[config.mk]
export PLATFORM = sky130hd
export DESIGN_NAME = icrp_outq
export DESIGN_NICKNAME = d
export VERILOG_FILES = /design/src/rtl/core/icrp_pkg.sv /design/src/rtl/core/icrp_outq.sv
export VERILOG_INCLUDE_DIRS = /design/src /design/src/rtl/core
export SDC_FILE = /design/constraint.sdc
export NUM_CORES = 1
export LEC_CHECK = 0
export BUFFER_PORTS_ARGS = -buffer_cell sky130_fd_sc_hd__buf_2
export CAP_MARGIN = 10
export CORE_MARGIN = 5
export CORE_UTILIZATION = 45
export DETAILED_ROUTE_END_ITERATION = 8
export PLACE_DENSITY_LB_ADDON = 0.12
export SYNTH_ARGS = -nofsm -noshare
export SYNTH_HDL_FRONTEND = slang
export SYNTH_SLANG_ARGS = --single-unit
export TNS_END_PERCENT = 50
[constraint.sdc]
create_clock -name clk_i -period 12.2 [get_ports clk_i]
set_clock_uncertainty 0.15 [all_clocks]
set_input_delay 1.22 -clock clk_i [delete_from_list [all_inputs] [get_ports clk_i]]
set_output_delay 1.22 -clock clk_i [all_outputs]
set_load 0.01 [all_outputs]
[src/rtl/core/input_change_recorder_player_unit_assert.svh]
// Assertion macros shared by the recorder/player RTL.
// Depends on clk_i and rst_ni being visible in the including module.
`ifndef INPUT_CHANGE_RECORDER_PLAYER_UNIT_ASSERT_SVH
`define INPUT_CHANGE_RECORDER_PLAYER_UNIT_ASSERT_SVH

`ifndef NO_ASSERTIONS

// Check a property on every clock edge outside reset.
`define ICRP_ASSERT(lbl, prop, msg) \
  lbl: assert property (@(posedge clk_i) disable iff (!rst_ni) (prop)) else $error(msg);

// Check a property on every clock edge, reset included.
`define ICRP_ASSERT_ALWAYS(lbl, prop, msg) \
  lbl: assert property (@(posedge clk_i) (prop)) else $error(msg);

`else

`define ICRP_ASSERT(lbl, prop, msg)
`define ICRP_ASSERT_ALWAYS(lbl, prop, msg)

`endif

`endif

[src/rtl/core/icrp_pkg.sv]
// Shared constants and types of the input change recorder/player.
// No dependencies.
`timescale 1ns / 1ps
`default_nettype none

package icrp_pkg;

  // Event store geometry
  localparam int EVENT_DEPTH = 1024;
  localparam int STAMP_BITS  = 32;
  localparam int ADDR_W      = (EVENT_DEPTH > 1) ? $clog2(EVENT_DEPTH) : 1;
  localparam int IDX_W       = $clog2(EVENT_DEPTH + 1);

  // Mode register codes
  localparam logic [1:0] MODE_IDLE     = 2'd0;
  localparam logic [1:0] MODE_RECORD   = 2'd1;
  localparam logic [1:0] MODE_PLAYBACK = 2'd2;
  localparam logic [1:0] MODE_UNUSED   = 2'd3;

  // Key substituted while fire is pressed in playback ('Q')
  localparam logic [15:0] FORCED_KEY = 16'h0051;

  typedef struct packed {
    logic [7:0] joy2_buttons;
    logic [7:0] joy2_position;
    logic [7:0] joy1_buttons;
    logic [7:0] joy1_position;
  } joy_t;

  typedef struct packed {
    logic [15:0] key_code;
    joy_t        joy;
  } sample_t;

  // One stored event: sample plus frame stamp
  typedef struct packed {
    sample_t                 sample;
    logic [STAMP_BITS-1:0]   stamp;
  } event_t;

  localparam int EVENT_W = $bits(event_t);

  typedef struct packed {
    sample_t    sample;
    logic       overrun;
    logic [1:0] mode;
  } result_t;

endpackage

`default_nettype wire

[src/rtl/core/icrp_outq.sv]
// Two-entry result queue that decouples the output stall from the input side.
// Depends on icrp_pkg and the assertion macro header.
`timescale 1ns / 1ps
`default_nettype none
`include "input_change_recorder_player_unit_assert.svh"

module icrp_outq
  import icrp_pkg::*;
(
  input  wire logic    clk_i,
  input  wire logic    rst_ni,
  input  wire logic    push_i,
  input  wire result_t push_data_i,
  output logic         full_o,
  output logic         valid_o,
  input  wire logic    stall_i,
  output result_t      head_o
);

  logic [1:0] count_q, count_d;
  result_t    head_q, head_d;
  result_t    spare_q, spare_d;
  logic       pop;

  assign pop     = (count_q != 2'd0) && !stall_i;
  assign valid_o = (count_q != 2'd0);
  assign full_o  = (count_q == 2'd2);
  assign head_o  = head_q;

  // Advance the queue on push and pop
  always_comb begin
    count_d = count_q;
    head_d  = head_q;
    spare_d = spare_q;
    if (push_i && pop) begin
      if (count_q == 2'd2) begin
        head_d  = spare_q;
        spare_d = push_data_i;
      end else begin
        head_d = push_data_i;
      end
    end else if (pop) begin
      head_d  = spare_q;
      count_d = count_q - 2'd1;
    end else if (push_i) begin
      if (count_q == 2'd0) begin
        head_d = push_data_i;
      end else begin
        spare_d = push_data_i;
      end
      count_d = count_q + 2'd1;
    end
  end

  // Hold occupancy
  always_ff @(posedge clk_i or negedge rst_ni) begin
    if (!rst_ni) begin
      count_q <= 2'd0;
    end else begin
      count_q <= count_d;
    end
  end

  // Hold payload
  always_ff @(posedge clk_i) begin
    head_q  <= head_d;
    spare_q <= spare_d;
  end

  `ICRP_ASSERT(a_count_max, count_q != 2'd3, "queue count out of range")
  `ICRP_ASSERT(a_no_ovf, push_i |-> !full_o, "push into full queue")

endmodule

`default_nettype wire

=== Yosys cells after proc, flatten, opt, wreduce, memory -nomap -nowiden ===
Index checks and enable logic that the tools add are counted.

* Bitwise operators: 1
* $add $sub $neg: 2
* Reductions and logical operators: 12
* Mux-type cells: 12
* Eq/ne operators: 4

{| class="wikitable"
|+ Operators with widths
! kind !! count
|-
| 51-bit two-way mux || 10
|-
| 2-bit nonzero test || 3
|-
| 3-bit nonzero test || 2
|-
| 2-bit two-way mux || 2
|-
| 2-bit != test (second input constant) || 2
|-
| 2-bit AND reduction || 2
|-
| 4-bit AND reduction || 1
|-
| 2-bit by 1-bit adder with 2-bit output (second input constant) || 1
|-
| 2-bit == test (second input constant) || 1
|-
| 1-bit logical AND || 2
|-
| 2-bit logical NOT || 1
|-
| 2-bit by 1-bit != test with 1-bit output (second input constant) || 1
|-
| 2-bit by 1-bit subtractor with 2-bit output (second input constant) || 1
|-
| 1-bit logical NOT || 1
|-
| 1-bit inverter || 1
|}

* Output and inout bits: 53
* Bits in registers: 104
* Logic and storage cells: 46
* Input port bits: 55

=== Logic depth before layout (Yosys ltp) ===
* Depth in word-level cells: 5
* Mapped depth: 4
* Gate-level depth less buffers: 3

=== Worst setup path before layout ===
Ideal clock, no wire load.

* Path kind: input-to-reg
* Start point: in stall_i
* End point: reg spare_q[0] in the netlist's numbering, enable pin
* Path slack: 7741 ps
* Path buffers: 0
* Stages: 2
* Required time: 11573 ps
* Setup time: 477 ps
* Arrival: 3833 ps
* Path through: nand2_1 a21oi_1

* Cells in the longest elaborated chain, start to end: 5
* Elaborated cells on any way between the ends: 8
* Those cells by class: eq/ne: 3; reduce/logical: 5

{| class="wikitable"
|+ Ends and longest elaborated chain
! element !! RTL line !! source
|-
| start, declared || icrp_outq.sv:16 || <nowiki>input wire logic stall_i,</nowiki>
|-
| 1-bit logical NOT * || icrp_outq.sv:25 || <nowiki>assign pop = (count_q != 2'd0) && !stall_i;</nowiki>
|-
| 1-bit logical AND * || icrp_outq.sv:25 ||
|-
| 1-bit logical AND || icrp_outq.sv:35 || <nowiki>if (push_i && pop) begin</nowiki>
|-
| 2-bit != test (no line), or another cell as far along || n/a ||
|-
| 4-bit AND reduction (no line) * || n/a ||
|-
| end signal, assigned || icrp_outq.sv:67 || <nowiki>spare_q <= spare_d;</nowiki>
|-
| end, declared || icrp_outq.sv:22 || <nowiki>result_t spare_q, spare_d;</nowiki>
|}

Every way passes the cells marked *; elsewhere a longest branch is shown, timed or not.
A chain may end at the register's enable or synchronous reset.

=== Worst setup path after layout ===
* Start point: in stall_i
* End point: reg spare_q[6] in the netlist's numbering, enable pin

Same word-level chain as after synthesis.

==> results.toml <==
[outcome]
outcome = "finished clean"

[detailed_routing]
postRouteAntennaNets = 0
viasPerCell = 4.72
first_pass_iters = 4
via_count = 1911
wirelength_um = 6610
wire_per_inst_um = 16.3
drc = 0
first_iter_violations = 49

[clocking]
cts_tree = "done"
cts.path.max_buffers = 2
ctsResizeCount = 0
clock_latency_ns = 0.34
ctsHtreeMaxLevel = 3
holdBufCountCts = 0
cts.reportedPaths.clkPinSlew_ns = 0.09
cts_made_buffers = 9
clock-sinks = 104
postCtsSetupBuffers = 0
ctsRootBufferMaster = "clkbuf_8"

[yosys]
syn-instance-count = 176
netlist_area_mm2 = 0.00409
postSynthAreaPerCell_um2 = 23.2
synth_seq_cells = 104
synth_cell_types = 15
yosysSeqAreaShare_pct = 76.2
synth_nets = 231
yosys_warnings = 0

[sta]
holdWs_ns = 0.402
rsz0062_at_grt = "no"
max_slew.worst_pin.slew_ns = 0.940
fin_crit_sh_pct = 23.1
clock.fmax_ghz = 0.355
hold_violations = 0
setup_viol = 0
min_period_ns = 2.82
final.setup.tns_ns = 0
max-slew-margin-rel_pct = 37.3
maxSlewViolCount = 0

[floorplanning]
io_pins = 108
die_x_um = 105
core_area_mm2 = 0.00881
die_y_um = 105
die_area_mm2 = 0.0111
rows = 34
start_util_pct = 46.4

[global_route]
grt.overflow.total = 0
antenna_found_initial = 0
grt_max_degree = 52
grt_use_total_pct = 11.9
grt_pass1_wl_um = 10300
grt_pass1_vias = 1951

[worst_setup_path]
max_stage_delay_ns = 0.61
crit_fanout = 31
crit_path_end_kind = "flop"
cp_num_buf_inv = 2
critPathSlowestCell = "a21oi_4"
arrival_ns = 2.67
crit_type = "input pin to flop"
startpoint_type = "input pin"
cpLargestDelayFamily = "buffers and inverters"
cp.required_ns = 12.05
crit_chain = "buf_2, nand2_1, a21oi_4, buf_4"

[job]
cap_violations = 0

[finish]
drive_above_1_share_pct = 61.3
finalNetCount = 347
diodes = 0
area_delta_synth_final_pct = 19.8

[worst_hold_path]
hp-class = "flop to flop"

[placed_design]
io_buffers = 107
globalplace.congestion = 0.705

[power]
leakagePower_nw = 1.96
finalPower_w = 0.000889
p_per_area_mw_per_mm2 = 182
ir_drop_v = 0.000189
==> kinds of logic (layout without fill, tap and decap cells) <==
family                 after synthesis  after routing  synth area share, %
AO/OA/AOI/OAI                        6              6                 1.01
XOR/XNOR                             1              1                0.214
buffers and inverters                7            128                 2.63
flip-flops                         104            104                 76.2
multiplexers                        52             52                 18.9
AND/OR/NAND/NOR                      6              6                 1.10
==> final timing paths <==
| kind | slack [ns] | startpoint | cells after the start | end |
|---|---|---|---|---|
| max | 9.38 | stall_i | 4 | spare_q[6] |
| min | 0.40 | spare_q[6] | 1 | head_o[6] |
| max reg2reg | 9.90 | count_q[0] | 4 | head_o[50] |
| min reg2reg | 0.40 | spare_q[6] | 1 | head_o[6] |
| max in group asynchronous | 11.30 | rst_ni | 1 | count_q[0] |
| min in group asynchronous | 0.50 | rst_ni | 1 | count_q[1] |
==> flip-flops by register name, summed over array words and instances (netlist names) <==
| register | cells |
|---|---|
| count_q | 2 |
| head_o | 51 |
| spare_q | 51 |
==> per-layer routing <==
layer | part of all wire [%] | GRT usage [%] | wire [um]
met4 | 0.92 | 4.22 | 61
met3 | 6.9 | 3.18 | 458
met5 | 0 | 0 | 0
met1 | 46 | 16.1 | 3020
met2 | 46 | 18.5 | 3070
==> report_power, final <==
part,internal (W),switching (W)
sequential,0.000476,0.0000177
combinational,0.0000853,0.000101
clock,0.0000951,0.000113
total,0.000657,0.000232
==> layout make-up <==
type                       instances  area (um^2)
multi-input combinational         65          890
inverter                           2         7.51
tap                              108          135
timing repair buffer             110          558
clock inverter                     7         70.1
fill                             712         3910
sequential                       104         3110
clock buffer                       9          124
==> placed cells by master (no fill, tap or decap) <==
| master | Yosys | layout |
|---|---|---|
| edfxtp_1 | 102 | 102 |
| nor2_1 | 1 | 1 |
| dfrtp_1 | 2 | 2 |
| or2_2 | 1 | 1 |
| mux2_2 | 1 | 1 |
| a21oi_4 | 1 | 3 |
| clkinv_4 | 0 | 2 |
| bufinv_16 | 0 | 1 |
| o21ai_0 | 2 | 2 |
| clkinv_2 | 0 | 2 |
| inv_1 | 2 | 2 |
| inv_6 | 0 | 1 |
| buf_2 | 0 | 107 |
| clkbuf_8 | 0 | 9 |
| buf_4 | 0 | 3 |
| a21oi_1 | 3 | 1 |
| nand2b_4 | 2 | 2 |
| nand2_1 | 2 | 2 |
| mux2_4 | 50 | 50 |
| clkinv_1 | 0 | 1 |
| xnor2_1 | 1 | 1 |
| mux2i_1 | 1 | 1 |
==> synth_stat cells <==
cell type / number / share of area [%]
a21oi_1: 3 / 0.37
a21oi_4: 1 / 0.40
buf_12: 5 / 2.4
dfrtp_1: 2 / 1.2
edfxtp_1: 102 / 75
inv_1: 2 / 0.18
mux2_2: 1 / 0.28
mux2_4: 50 / 18
mux2i_1: 1 / 0.24
nand2_1: 2 / 0.18
nand2b_4: 2 / 0.67
nor2_1: 1 / 0.092
o21ai_0: 2 / 0.24
or2_2: 1 / 0.15
xnor2_1: 1 / 0.21
==> stage by stage <==
step | instances | util (%) | area [um^2] | setup WS, ns
2_1_floorplan | 176 | - | 4090 | 7.74
3_3_place_gp | 389 | 53.4 | 4700 | 9.02
3_5_place_dp | 389 | 53.4 | 4700 | 8.99
4_1_cts | 405 | 55.6 | 4900 | 9.37
5_1_grt | 405 | 55.6 | 4900 | 9.28
6_report | 405 | 55.6 | 4900 | 9.38
No activity file was read; power rests on OpenSTA's default activity.
